--- src/rtl/ifsc_pkg.sv ---
// ----------------------------------------------------------------------------
// ifsc_pkg
// Types, constants and codes shared by the feeder stall controller.
// ----------------------------------------------------------------------------
package ifsc_pkg;

    // geometry of the feeder drive
    localparam int ENCODER_RES     = 8192;
    localparam int TURNS_PER_ROUND = 36;
    localparam int STALL_CEIL      = 1000;
    localparam int STALL_FLOOR     = 0;

    localparam int ROUND_LEN  = ENCODER_RES * TURNS_PER_ROUND;
    localparam int HALF_ROUND = ROUND_LEN / 2;
    localparam int HALF_RES   = ENCODER_RES / 2;

    localparam int ANGLE_W = $clog2(ENCODER_RES);
    localparam int POS_W   = $clog2(ROUND_LEN);
    localparam int TURN_W  = $clog2(TURNS_PER_ROUND + 1);
    localparam int STALL_W = 16;

    // field and register widths
    localparam int SW_W        = 2;
    localparam int STEP_W      = 19;
    localparam int BAND_W      = 13;
    localparam int LEVEL_W     = 16;
    localparam int REV_W       = 16;
    localparam int TOL_W       = 18;
    localparam int FEED_W      = 14;
    localparam int SPEED_W     = 15;
    localparam int MODE_W      = 3;
    localparam int CFG_DATA_W  = 19;
    localparam int CFG_INDEX_W = 3;

    typedef enum logic [MODE_W-1:0] {
        MODE_STOP   = 3'd0,
        MODE_READY  = 3'd1,
        MODE_SHOOT  = 3'd2,
        MODE_DONE   = 3'd3,
        MODE_LOCKED = 3'd4
    } mode_t;

    typedef enum logic [SW_W-1:0] {
        SW_UP   = 2'd0,
        SW_MID  = 2'd1,
        SW_DOWN = 2'd2
    } switch_t;

    typedef enum logic [CFG_INDEX_W-1:0] {
        REG_STEP_COUNTS      = 3'd0,
        REG_STALL_BAND       = 3'd1,
        REG_STALL_SHORT      = 3'd2,
        REG_STALL_LONG       = 3'd3,
        REG_REVERSE_TICKS    = 3'd4,
        REG_ARRIVE_TOLERANCE = 3'd5,
        REG_FEED_SPEED       = 3'd6,
        REG_FORWARD_DIR      = 3'd7
    } cfg_index_t;

    typedef struct packed {
        logic [STEP_W-1:0]         step_counts;
        logic [BAND_W-1:0]         stall_band;
        logic signed [LEVEL_W-1:0] stall_short;
        logic signed [LEVEL_W-1:0] stall_long;
        logic [REV_W-1:0]          reverse_ticks;
        logic [TOL_W-1:0]          arrive_tolerance;
        logic [FEED_W-1:0]         feed_speed;
        logic                      forward_dir;
    } cfg_t;

    typedef struct packed {
        mode_t                     mode;
        logic [POS_W-1:0]          target;
        logic [TURN_W-1:0]         turn;
        logic [ANGLE_W-1:0]        last_angle;
        logic signed [STALL_W-1:0] stall;
        logic [REV_W-1:0]          reverse;
        logic                      driven;   // last speed was nonzero
    } state_t;

    localparam logic [STEP_W-1:0]         STEP_RST  = STEP_W'(36864);
    localparam logic [BAND_W-1:0]         BAND_RST  = BAND_W'(50);
    localparam logic signed [LEVEL_W-1:0] SHORT_RST = LEVEL_W'(50);
    localparam logic signed [LEVEL_W-1:0] LONG_RST  = LEVEL_W'(200);
    localparam logic [REV_W-1:0]          REV_RST   = REV_W'(100);
    localparam logic [TOL_W-1:0]          TOL_RST   = TOL_W'(500);
    localparam logic [FEED_W-1:0]         FEED_RST  = FEED_W'(2000);

endpackage

--- src/rtl/ifsc_cfg.sv ---
// ----------------------------------------------------------------------------
// ifsc_cfg
// Configuration register file, written through a plain indexed write port.
// ----------------------------------------------------------------------------
module ifsc_cfg
(
    input  logic                              clk,
    input  logic                              rst_n,
    input  logic                              cfg_wr_en,
    input  logic [ifsc_pkg::CFG_INDEX_W-1:0]  cfg_index,
    input  logic [ifsc_pkg::CFG_DATA_W-1:0]   cfg_data,
    output ifsc_pkg::cfg_t                    cfg
);

    ifsc_pkg::cfg_t cfg_reg;
    ifsc_pkg::cfg_t cfg_next;

    always_comb
    begin
        cfg_next = cfg_reg;
        if (cfg_wr_en)
        begin
            case (ifsc_pkg::cfg_index_t'(cfg_index))
                ifsc_pkg::REG_STEP_COUNTS:
                    cfg_next.step_counts = cfg_data[ifsc_pkg::STEP_W-1:0];
                ifsc_pkg::REG_STALL_BAND:
                    cfg_next.stall_band = cfg_data[ifsc_pkg::BAND_W-1:0];
                ifsc_pkg::REG_STALL_SHORT:
                    cfg_next.stall_short = cfg_data[ifsc_pkg::LEVEL_W-1:0];
                ifsc_pkg::REG_STALL_LONG:
                    cfg_next.stall_long = cfg_data[ifsc_pkg::LEVEL_W-1:0];
                ifsc_pkg::REG_REVERSE_TICKS:
                    cfg_next.reverse_ticks = cfg_data[ifsc_pkg::REV_W-1:0];
                ifsc_pkg::REG_ARRIVE_TOLERANCE:
                    cfg_next.arrive_tolerance = cfg_data[ifsc_pkg::TOL_W-1:0];
                ifsc_pkg::REG_FEED_SPEED:
                    cfg_next.feed_speed = cfg_data[ifsc_pkg::FEED_W-1:0];
                ifsc_pkg::REG_FORWARD_DIR:
                    cfg_next.forward_dir = cfg_data[0];
                default:
                    cfg_next = cfg_reg;
            endcase
        end
    end

    always_ff @(posedge clk or negedge rst_n)
    begin
        if (!rst_n)
        begin
            cfg_reg.step_counts      <= ifsc_pkg::STEP_RST;
            cfg_reg.stall_band       <= ifsc_pkg::BAND_RST;
            cfg_reg.stall_short      <= ifsc_pkg::SHORT_RST;
            cfg_reg.stall_long       <= ifsc_pkg::LONG_RST;
            cfg_reg.reverse_ticks    <= ifsc_pkg::REV_RST;
            cfg_reg.arrive_tolerance <= ifsc_pkg::TOL_RST;
            cfg_reg.feed_speed       <= ifsc_pkg::FEED_RST;
            cfg_reg.forward_dir      <= 1'b1;
        end
        else
        begin
            cfg_reg <= cfg_next;
        end
    end

    assign cfg = cfg_reg;

endmodule

--- src/rtl/ifsc_step.sv ---
// ----------------------------------------------------------------------------
// ifsc_step
// One control tick: switch handling, shot arming, stall check, position
// tracking and speed selection, all combinational.
// ----------------------------------------------------------------------------
module ifsc_step
(
    input  ifsc_pkg::cfg_t                       cfg,
    input  ifsc_pkg::state_t                     st,
    input  logic [ifsc_pkg::SW_W-1:0]            sw,
    input  logic                                 fire,
    input  logic [ifsc_pkg::ANGLE_W-1:0]         ecd,
    output ifsc_pkg::state_t                     st_next,
    output ifsc_pkg::mode_t                      mode_out,
    output logic signed [ifsc_pkg::SPEED_W-1:0]  speed_out
);

    localparam int PW = ifsc_pkg::POS_W;
    localparam int AW = ifsc_pkg::ANGLE_W;
    localparam int TW = ifsc_pkg::TURN_W;
    localparam int SW = ifsc_pkg::STALL_W;
    localparam int EW = ifsc_pkg::POS_W + 2;

    localparam logic [PW:0]           ROUND_X  = (PW+1)'(ifsc_pkg::ROUND_LEN);
    localparam logic signed [EW-1:0]  ROUND_E  = EW'(ifsc_pkg::ROUND_LEN);
    localparam logic signed [EW-1:0]  HALF_E   = EW'(ifsc_pkg::HALF_ROUND);
    localparam logic signed [AW:0]    HALF_A   = (AW+1)'(ifsc_pkg::HALF_RES);
    localparam logic signed [SW:0]    CEIL_S   = (SW+1)'(ifsc_pkg::STALL_CEIL);
    localparam logic signed [SW:0]    FLOOR_S  = (SW+1)'(ifsc_pkg::STALL_FLOOR);
    localparam logic signed [TW:0]    TURNS_S  = (TW+1)'(ifsc_pkg::TURNS_PER_ROUND);
    localparam logic signed [TW:0]    TOP_TURN = (TW+1)'(ifsc_pkg::TURNS_PER_ROUND - 1);

    ifsc_pkg::mode_t           m;
    logic [PW:0]               step_x;
    logic [PW-1:0]             step_w;
    logic [PW:0]               sum_up;
    logic [PW:0]               sum_dn;
    logic [PW-1:0]             tgt_up;
    logic [PW-1:0]             tgt_dn;
    logic signed [AW:0]        d;
    logic signed [AW:0]        band_s;
    logic                      still;
    logic signed [SW:0]        sc;
    logic signed [SW:0]        short_s;
    logic signed [SW:0]        long_s;
    logic signed [TW:0]        tc;
    logic [PW-1:0]             pos;
    logic signed [EW-1:0]      err;
    logic signed [SW-1:0]      stall_v;
    logic [ifsc_pkg::REV_W-1:0] rc;
    logic signed [ifsc_pkg::SPEED_W-1:0] fwd_speed;

    // step reduced by one round at most (register is below two rounds)
    assign step_x = (PW+1)'(cfg.step_counts);
    assign step_w = (step_x >= ROUND_X) ? PW'(step_x - ROUND_X) : PW'(step_x);
    assign sum_up = {1'b0, st.target} + {1'b0, step_w};
    assign sum_dn = {1'b0, st.target} - {1'b0, step_w};
    assign tgt_up = (sum_up >= ROUND_X) ? PW'(sum_up - ROUND_X) : PW'(sum_up);
    assign tgt_dn = sum_dn[PW] ? PW'(sum_dn + ROUND_X) : PW'(sum_dn);

    assign d       = $signed({1'b0, ecd}) - $signed({1'b0, st.last_angle});
    assign band_s  = $signed({1'b0, cfg.stall_band});
    assign still   = (d < band_s) && (d > -band_s);
    assign short_s = {cfg.stall_short[ifsc_pkg::LEVEL_W-1], cfg.stall_short};
    assign long_s  = {cfg.stall_long[ifsc_pkg::LEVEL_W-1], cfg.stall_long};

    assign fwd_speed = $signed({1'b0, cfg.feed_speed});

    always_comb
    begin
        st_next = st;
        m       = st.mode;
        sc      = {st.stall[SW-1], st.stall};
        rc      = st.reverse;
        tc      = $signed({1'b0, st.turn});
        pos     = '0;
        err     = '0;
        stall_v = st.stall;

        case (ifsc_pkg::switch_t'(sw))
            ifsc_pkg::SW_UP:
            begin
                if (m == ifsc_pkg::MODE_STOP || m == ifsc_pkg::MODE_DONE)
                    m = ifsc_pkg::MODE_READY;
            end
            ifsc_pkg::SW_MID:
                m = ifsc_pkg::MODE_STOP;
            default:
                m = m;
        endcase

        if (m == ifsc_pkg::MODE_READY)
        begin
            st_next.target = cfg.forward_dir ? tgt_up : tgt_dn;
            m = ifsc_pkg::MODE_SHOOT;
        end

        if (st.driven)
        begin
            sc = still ? sc + (SW+1)'(1) : sc - (SW+1)'(1);
            if (m == ifsc_pkg::MODE_LOCKED && rc != '1)
                rc = rc + ifsc_pkg::REV_W'(1);
            if (sc > CEIL_S)
                sc = CEIL_S;
            else if (sc < FLOOR_S)
                sc = FLOOR_S;
            stall_v = sc[SW-1:0];
            if (sc >= short_s)
                m = ifsc_pkg::MODE_LOCKED;
            else if (sc >= long_s)
                m = ifsc_pkg::MODE_STOP;
            if (m == ifsc_pkg::MODE_LOCKED && rc > cfg.reverse_ticks)
            begin
                m  = ifsc_pkg::MODE_SHOOT;
                rc = '0;
            end
        end
        st_next.stall   = stall_v;
        st_next.reverse = rc;

        if (m == ifsc_pkg::MODE_SHOOT)
        begin
            // wrap of the single-turn reading moves the turn count
            if (d >= HALF_A)
                tc = tc - (TW+1)'(1);
            else if (d <= -HALF_A)
                tc = tc + (TW+1)'(1);
            if (tc >= TURNS_S)
                tc = '0;
            else if (tc < 0)
                tc = TOP_TURN;
            st_next.turn       = tc[TW-1:0];
            st_next.last_angle = ecd;
            pos = PW'(tc[TW-1:0]) * PW'(ifsc_pkg::ENCODER_RES) + PW'(ecd);
            if (cfg.forward_dir)
                err = $signed(EW'(pos)) - $signed(EW'(st_next.target));
            else
                err = $signed(EW'(st_next.target)) - $signed(EW'(pos));
            if (err >= HALF_E)
                err = err - ROUND_E;
            if (err > $signed(EW'(cfg.arrive_tolerance)))
                m = fire ? ifsc_pkg::MODE_READY : ifsc_pkg::MODE_DONE;
        end

        case (m)
            ifsc_pkg::MODE_SHOOT, ifsc_pkg::MODE_READY:
                speed_out = cfg.forward_dir ? fwd_speed : -fwd_speed;
            ifsc_pkg::MODE_LOCKED:
                speed_out = cfg.forward_dir ? -fwd_speed : fwd_speed;
            default:
                speed_out = '0;
        endcase

        st_next.mode   = m;
        st_next.driven = (speed_out != '0);
        mode_out       = m;
    end

endmodule

--- src/rtl/indexed_feeder_stall_controller.sv ---
// ----------------------------------------------------------------------------
// indexed_feeder_stall_controller
// Per-tick feeder controller: mode, shot target tracking and stall reversal.
// ----------------------------------------------------------------------------
// One request in gives one result out. A request is captured in an input
// register and its result is loaded into the output register when that
// register is free or being emptied, which raises out_valid. The tick logic
// and its state registers update together with the output register, which
// sets the throughput at one request per clock for as long as the output
// side keeps taking results. Configuration writes take effect on the next
// edge; the user must make them while idle, the block does not enforce this.
module indexed_feeder_stall_controller
(
    input  logic                                clk,
    input  logic                                rst_n,
    input  logic                                cfg_wr_en,
    input  logic [ifsc_pkg::CFG_INDEX_W-1:0]    cfg_index,
    input  logic [ifsc_pkg::CFG_DATA_W-1:0]     cfg_data,
    input  logic                                in_valid,
    output logic                                in_stall,
    input  logic [ifsc_pkg::SW_W-1:0]           switch_pos,
    input  logic                                fire_button,
    input  logic [ifsc_pkg::ANGLE_W-1:0]        encoder_angle,
    output logic                                out_valid,
    input  logic                                out_stall,
    output logic [ifsc_pkg::MODE_W-1:0]         mode,
    output logic signed [ifsc_pkg::SPEED_W-1:0] speed_target
);

    ifsc_pkg::cfg_t                       cfg;
    ifsc_pkg::state_t                     state_reg;
    ifsc_pkg::state_t                     state_next;
    ifsc_pkg::mode_t                      mode_calc;
    logic signed [ifsc_pkg::SPEED_W-1:0]  speed_calc;

    logic                                 s1_valid_reg;
    logic [ifsc_pkg::SW_W-1:0]            s1_sw_reg;
    logic                                 s1_fire_reg;
    logic [ifsc_pkg::ANGLE_W-1:0]         s1_angle_reg;
    logic                                 out_valid_reg;
    logic [ifsc_pkg::MODE_W-1:0]          mode_reg;
    logic signed [ifsc_pkg::SPEED_W-1:0]  speed_reg;

    logic                                 advance;
    logic                                 fire_tick;

    ifsc_cfg u_cfg
    (
        .clk       (clk),
        .rst_n     (rst_n),
        .cfg_wr_en (cfg_wr_en),
        .cfg_index (cfg_index),
        .cfg_data  (cfg_data),
        .cfg       (cfg)
    );

    ifsc_step u_step
    (
        .cfg       (cfg),
        .st        (state_reg),
        .sw        (s1_sw_reg),
        .fire      (s1_fire_reg),
        .ecd       (s1_angle_reg),
        .st_next   (state_next),
        .mode_out  (mode_calc),
        .speed_out (speed_calc)
    );

    // output register free or being emptied this cycle
    assign advance   = !out_valid_reg || !out_stall;
    assign fire_tick = s1_valid_reg && advance;
    assign in_stall  = s1_valid_reg && !advance;

    always_ff @(posedge clk or negedge rst_n)
    begin
        if (!rst_n)
        begin
            s1_valid_reg <= 1'b0;
        end
        else if (!in_stall)
        begin
            s1_valid_reg <= in_valid;
        end
    end

    always_ff @(posedge clk)
    begin
        if (!in_stall && in_valid)
        begin
            s1_sw_reg    <= switch_pos;
            s1_fire_reg  <= fire_button;
            s1_angle_reg <= encoder_angle;
        end
    end

    always_ff @(posedge clk or negedge rst_n)
    begin
        if (!rst_n)
        begin
            state_reg.mode       <= ifsc_pkg::MODE_STOP;
            state_reg.target     <= '0;
            state_reg.turn       <= ifsc_pkg::TURN_W'(1);
            state_reg.last_angle <= '0;
            state_reg.stall      <= '0;
            state_reg.reverse    <= '0;
            state_reg.driven     <= 1'b0;
            out_valid_reg        <= 1'b0;
        end
        else
        begin
            if (fire_tick)
                state_reg <= state_next;
            if (advance)
                out_valid_reg <= s1_valid_reg;
        end
    end

    always_ff @(posedge clk)
    begin
        if (fire_tick)
        begin
            mode_reg  <= mode_calc;
            speed_reg <= speed_calc;
        end
    end

    assign out_valid    = out_valid_reg;
    assign mode         = mode_reg;
    assign speed_target = speed_reg;

    // result of a stop or done tick never drives the motor
    assert property (@(posedge clk) disable iff (!rst_n)
        out_valid && (mode == ifsc_pkg::MODE_STOP || mode == ifsc_pkg::MODE_DONE)
        |-> speed_target == '0)
        else $error("motor driven in stop or done mode");

    // driven flag must track the last result handed out
    assert property (@(posedge clk) disable iff (!rst_n)
        fire_tick |=> state_reg.driven == (speed_target != '0))
        else $error("driven flag disagrees with last speed");

    assert property (@(posedge clk) disable iff (!rst_n)
        state_reg.stall >= ifsc_pkg::STALL_W'(ifsc_pkg::STALL_FLOOR)
        && state_reg.stall <= ifsc_pkg::STALL_W'(ifsc_pkg::STALL_CEIL))
        else $error("stall counter out of range");

    assert property (@(posedge clk) disable iff (!rst_n)
        (ifsc_pkg::POS_W + 1)'(state_reg.target)
        < (ifsc_pkg::POS_W + 1)'(ifsc_pkg::ROUND_LEN))
        else $error("target beyond one round");

    assert property (@(posedge clk) disable iff (!rst_n)
        fire_tick |=> out_valid && mode == $past(mode_calc))
        else $error("request lost between stages");

endmodule

--- config.mk ---
export PLATFORM = sky130hd
export DESIGN_NAME = indexed_feeder_stall_controller
export DESIGN_NICKNAME = d
export VERILOG_FILES = /design/src/rtl/ifsc_pkg.sv /design/src/rtl/ifsc_cfg.sv /design/src/rtl/ifsc_step.sv /design/src/rtl/indexed_feeder_stall_controller.sv
export SDC_FILE = /design/constraint.sdc
export NUM_CORES = 1
export LEC_CHECK = 0
export ABC_AREA = 1
export BUFFER_PORTS_ARGS = -buffer_cell sky130_fd_sc_hd__buf_2
export CAP_MARGIN = 20
export CORE_MARGIN = 2
export CORE_UTILIZATION = 50
export CTS_CLUSTER_DIAMETER = 30
export DETAILED_ROUTE_END_ITERATION = 12
export PLACE_DENSITY_LB_ADDON = 0.08
export SLEW_MARGIN = 20
export SYNTH_ARGS = -nofsm -noshare
export SYNTH_HDL_FRONTEND = slang
export SYNTH_SLANG_ARGS = --single-unit
--- constraint.sdc ---
create_clock -name clk -period 19.7 [get_ports clk]
set_input_delay 3.94 -clock clk [delete_from_list [all_inputs] [get_ports clk]]
set_output_delay 3.94 -clock clk [all_outputs]
set_load 0.05 [all_outputs]
==> flow_summary_export.csv, run 1 <==
group,metric,value,unit
route,firstDrtPassIters,7,
timing,setup_viol,0,
clocking,ctsResizeCount,0,
timing,period_minus_slack,8840,ps
cells_and_area,syn_to_final_growth,15.8,%
clocking,cts_buffers,55,
route,drt-initial-drc-count,854,
cells_and_area,finish.instance_area,0.0207,sq mm
floorplan,die_w,193,um
setup_path,reg2reg_depth,58,
synth,avgSynthCellArea,7.32,sq um
timing,hold_viol,0,
synth,synth-edff-count,34,
clocking,worstSkewPairLatency,630,ps
setup_path,required,20250,ps
route,drc_errors,0,
synth,ys_types,62,
floorplan,die_y,193,um
route,antenna_left,0,
synth,synth_common_cells,"nand2_1 (613), inv_1 (393), o21ai_0 (258)",
run_status,status,"complete, no violations",
timing,setup_ws,10860,ps
synth,synth-seq-cells,223,
setup_path,cp.arrival,9390,ps
hold_path,holdCritPathClass,"reg2reg",
setup_path,cp-start-kind,"flop",
grt,grt_max_degree,81,
placement,gp_congestion,0.901,
synth,yosysMostFrequentCell,"nand2_1",
cells_and_area,fin_nets,2777,
timing,relSlewSlack,32.3,%
setup_path,worstSetupPathType,"reg2reg",
grt,antenna_found_initial,2,
timing,skew,55.5,ps
synth,syn_inst,2441,
clocking,cts_setup_buffers,0,
setup_path,cp_slowest_cell,"nor3_4",
route,via_count,15700,
setup_path,worstPathMaxFanout,17,
setup_path,end_kind,"flop",
timing,fin_setup_tns,0,ps
synth,ys.flop_type,"dfrtp_1",
grt,grt_pass1_wl,76.5,mm
synth,yosys.area.top_type_share,22.5,%
floorplan,ios,63,
cells_and_area,antenna_cells,0,
clocking,ctsHtreeMaxLevel,2,
grt,grt.total_usage,26.0,%
synth,synth.area.top_cells,"dfrtp_1 (23%), ha_1 (14%), nand2_1 (13%), inv_1 (8.3%), o21ai_0 (7.2%)",
route,routed_wirelength,47.1,mm
timing,drv_slew,0,
clocking,ctsRootBufferMaster,"clkbuf_16",
synth,yosys.area.top_type,"dfrtp_1",
floorplan,coreArea,0.0354,sq mm
grt,grt_pass1_vias,15000,
synth,synth_area,0.0179,sq mm
setup_path,cp_common_cell,"nand2_1",
cells_and_area,ff_latch_area,0.00579,sq mm
synth,ys_seq_area_share,32.4,%
route,viasPerCell,5.19,
synth,async_flop_share,84.8,%
synth,yosys_warnings,0,
timing,fmax,113,MHz
cells_and_area,largest_reg_flops,113,
clocking,hold_buffers,0,
cells_and_area,drive_gt1_share,10.6,%
cells_and_area,fin_cells,3033,
grt,overflow,0,
setup_path,critPathMaxStageDelay,580,ps
placement,dp_hpwl,35.4,mm
timing,worst_pin_slew,1010,ps
floorplan,rows,69,
flow_run,drv_cap,0,
clocking,cts_tree,"built",
cells_and_area,nFillCells,3331,
placement,placed_area,0.0187,sq mm
timing,post-route-period-util,44.9,%
clocking,clk_path_buf_depth,3,
placement,place_ws,10770,ps
placement,io_buffers,62,
floorplan,initial_core_util,50.5,%
route,post_drt_wl_per_cell,15.5,um
floorplan,die_area,0.0373,sq mm
placement,place_inst,2929,
clocking,path_clk_slew,50,ps
clocking,clock_sinks,223,
hold_path,hold_path_depth,2,
timing,rsz0062_at_grt,"no",
cells_and_area,multi_input_area,0.0104,sq mm
==> critical path, delay by kind of cell (launching register included) <==
kind / cells / cell delay (ps)
fa+ha+maj: 5 / 1530
xor+xnor: 1 / 240
compound gates: 8 / 1400
simple gates: 34 / 4240
flops: 1 / 340
buf+inv: 10 / 1030
==> layout by cell type (no fill, tap or decap), types with 9 or more instances in the layout <==
cell       instances
a21oi_1          138
buf_2             61
buf_4             10
clkbuf_16         55
clkbuf_8           9
conb_1            14
dfrtp_1          161
dfstp_2           28
edfxtp_1          34
ha_1             203
inv_1            393
nand2_1          611
nand2_2           32
nand3_1           85
nand3_2           10
nand4_1           21
nor2_1           124
nor3_1            24
nor4_1            11
o211ai_1          13
o21ai_0          258
o21ai_1           15
or2_2             11
xnor2_1           16
xor2_1            76
==> area by class of cell <==
type,instances,area share [%]
tap,461,2.79
timing repair buffer,73,1.96
sequential,223,28.0
inverter,398,7.22
clock buffer,68,7.28
multi-input combinational,1774,50.3
clock inverter,36,2.49
==> stage by stage <==
step / hold slack, ps / util [%]
4_1_cts: 471 / 58.4
6_report: 469 / 58.4
3_3_place_gp: 453 / 52.7
3_5_place_dp: 462 / 52.7
5_1_grt: 496 / 58.4
2_1_floorplan: 443 / -
==> worst paths after layout <==
| check | startpoint | to | slack [ps] |
|---|---|---|---|
| worst max-delay path | s1_angle_reg[0] | state_reg[0] | 10860 |
| worst min-delay path | s1_valid_reg | out_valid | 470 |
| worst max register to register | s1_angle_reg[0] | state_reg[0] | 10860 |
| worst min register to register | s1_valid_reg | out_valid | 470 |
| max in group asynchronous | rst_n | out_valid | 14570 |
| min in group asynchronous | rst_n | u_cfg.cfg[34] | 3310 |
==> cell families after synthesis <==
family | Yosys count | synth area share [%]
adders and majority gates | 209 | 14.9
DFF | 223 | 32.4
buffers and inverters | 456 | 9.71
AOI/OAI and AO/OA | 496 | 15.2
and+or+nand+nor | 955 | 22.9
other | 2 | 0.0420
xor gates and xnor gates | 92 | 4.51
muxes | 8 | 0.448
==> metal layers <==
layer	share of wire, %	wire length, um	GRT usage (%)	up-vias
met5	0	0	0	-
li1	-	-	-	8091
met2	47	22000	44.0	314
met4	2.7	1260	7.98	0
met3	4.7	2240	4.34	80
met1	46	21600	34.1	7248
Power of run 1 is not shown: default switching activity piles up to over one toggle a cycle in this logic, so the estimate is an artifact.
==> run 2: changes to the inputs <==
- ABC_AREA: 1 -> 0
- clock period: 19.7 -> 7.2 ns (I/O delays scaled with it)
==> flow_summary_export.csv, run 2 <==
group,metric,value,unit
timing,drv_slew,0,
setup_path,critPathMaxStageDelay,570,ps
setup_path,required,7670,ps
cells_and_area,largest_reg_flops,113,
timing,post-route-period-util,133,%
setup_path,end_kind,"flop",
synth,yosysMostFrequentCell,"inv_1",
cells_and_area,syn_to_final_growth,43.4,%
grt,overflow,0,
synth,ys_seq_area_share,32.5,%
setup_path,worstPathMaxFanout,9,
timing,worst_pin_slew,1020,ps
route,firstDrtPassIters,5,
route,drc_errors,0,
clocking,cts_tree,"built",
synth,synth.area.top_cells,"dfrtp_1 (23%), ha_1 (14%), edfxtp_1 (5.7%), o21ai_0 (5.3%), mux2_2 (4.9%)",
clocking,clk_path_buf_depth,3,
clocking,cts_buffers,57,
synth,yosys_warnings,0,
synth,yosys.area.top_type_share,22.6,%
floorplan,die_area,0.0371,sq mm
clocking,clock_sinks,223,
cells_and_area,final_common_cell,"buf_4",
route,viasPerCell,5.50,
route,via_count,17200,
floorplan,die_y,193,um
timing,rsz0062_at_grt,"yes",
placement,io_buffers,62,
placement,dp_hpwl,39.8,mm
floorplan,initial_core_util,50.4,%
setup_path,cp-start-kind,"flop",
clocking,ctsRootBufferMaster,"clkbuf_16",
grt,grt_pass1_vias,16900,
cells_and_area,final_cell_mix,"buf_4 (463), inv_1 (207), ha_1 (191)",
run_status,failed_checks,"setup timing",
cells_and_area,drive_gt1_share,35.6,%
synth,synth-seq-cells,223,
synth,yosys.area.top_type,"dfrtp_1",
timing,fmax,104,MHz
synth,synth_common_cells,"inv_1 (210), nand2_1 (209), ha_1 (203)",
setup_path,worstSetupPathType,"reg2reg",
setup_path,cp_slowest_cell,"fa_2",
route,drt-initial-drc-count,945,
clocking,ctsHtreeMaxLevel,2,
grt,antenna_found_initial,5,
synth,ys.flop_type,"dfrtp_1",
floorplan,coreArea,0.0353,sq mm
timing,fin_setup_tns,-100870,ps
synth,syn_inst,2043,
hold_path,holdCritPathClass,"reg2reg",
grt,grt_pass1_wl,85.8,mm
route,post_drt_wl_per_cell,17.7,um
flow_run,drv_cap,0,
synth,avgSynthCellArea,8.72,sq um
timing,relSlewSlack,31.5,%
clocking,path_clk_slew,50,ps
timing,setup_viol,57,
grt,grt.total_usage,29.6,%
placement,gp_congestion,0.912,
cells_and_area,fin_nets,2858,
setup_path,cp.arrival,10050,ps
synth,synth-edff-count,34,
floorplan,ios,63,
route,routed_wirelength,55.3,mm
floorplan,rows,69,
timing,period_minus_slack,9570,ps
route,antenna_left,0,
synth,async_flop_share,84.8,%
timing,skew,45.2,ps
synth,synth_area,0.0178,sq mm
timing,hold_viol,0,
floorplan,die_w,193,um
timing,setup_ws,-2370,ps
synth,ys_types,95,
grt,grt_max_degree,87,
clocking,worstSkewPairLatency,620,ps
run_status,status,"finished with violations",
clocking,hold_buffers,0,
-- run 2: cell families (layout without fill, tap and decap cells) --
logic type | Yosys count | count (layout) | share of synthesized area, %
multiplexers | 98 | 98 | 6.06
other | 2 | 17 | 0.0422
adder cells (fa/ha/maj) | 211 | 211 | 15.1
AO/OA/AOI/OAI | 549 | 549 | 19.6
buffers and inverters | 282 | 882 | 6.07
AND/OR/NAND/NOR | 589 | 589 | 16.4
flip-flops | 223 | 223 | 32.5
XOR/XNOR | 89 | 89 | 4.38
-- run 2: final timing paths --
| path | start | to | slack (ps) | cells past startpoint |
|---|---|---|---|---|
| min in group asynchronous | rst_n | state_reg[70] | 880 | 1 |
| max | state_reg[33] | state_reg[0] | -2370 | 54 |
| max in group asynchronous | rst_n | u_cfg.cfg[16] | 5030 | 2 |
| min reg2reg | s1_valid_reg | out_valid | 500 | 1 |
| max reg2reg | state_reg[33] | state_reg[0] | -2370 | 54 |
| min | s1_valid_reg | out_valid | 500 | 1 |
-- run 2: through the flow --
stage	hold slack, ps	instances	util, %	worst slack (ps)	area (sq um)
after CTS	492	3096	70.8	-2230	25000
after floorplan	453	2055	-	-2470	18100
after detailed placement	477	2952	62.4	-2830	22000
after global placement	472	2952	62.4	-2520	22000
after global routing	527	3118	72.3	-2840	25500
final	496	3119	72.3	-2370	25500
-- run 2: area by class of cell --
class / count / area [sq um]
Tap cell: 461 / 577
Clock buffer: 72 / 1560
Timing Repair Buffer: 561 / 4300
Clock inverter: 36 / 527
Multi-Input combinational cell: 1550 / 12000
Inverter: 213 / 807
Antenna cell: 3 / 7.51
Sequential cell: 223 / 5790
Fill cell: 2733 / 9770
-- run 2: worst max-delay path: cells and delay by family (launching register included) --
family                   cells  cell delay, ps
flip-flops                   1             410
AO/OA/AOI/OAI               23            4110
buffers and inverters        9            1150
adder cells (fa/ha/maj)      7            1910
AND/OR/NAND/NOR             15            1860
-- run 2: metal layers --
metal | up-vias | GRT usage [%] | wire [um]
li1 | 8383 | - | -
met1 | 8216 | 39.6 | 25200
met2 | 430 | 47.6 | 25200
met3 | 123 | 6.00 | 3240
met4 | 4 | 10.0 | 1580
met5 | - | 0 | 25
-- run 2: repair_timing --
item | in CTS | in global routing
gates cloned | 0 | 1
hold endpoints to repair | 0 | 0
pin swaps | 57 | 69
gates resized for setup | 149 | 78
endpoints found under the setup margin | 57 | 57
buffers inserted | 37 | 25
Power of run 2 is left out for the same reason.
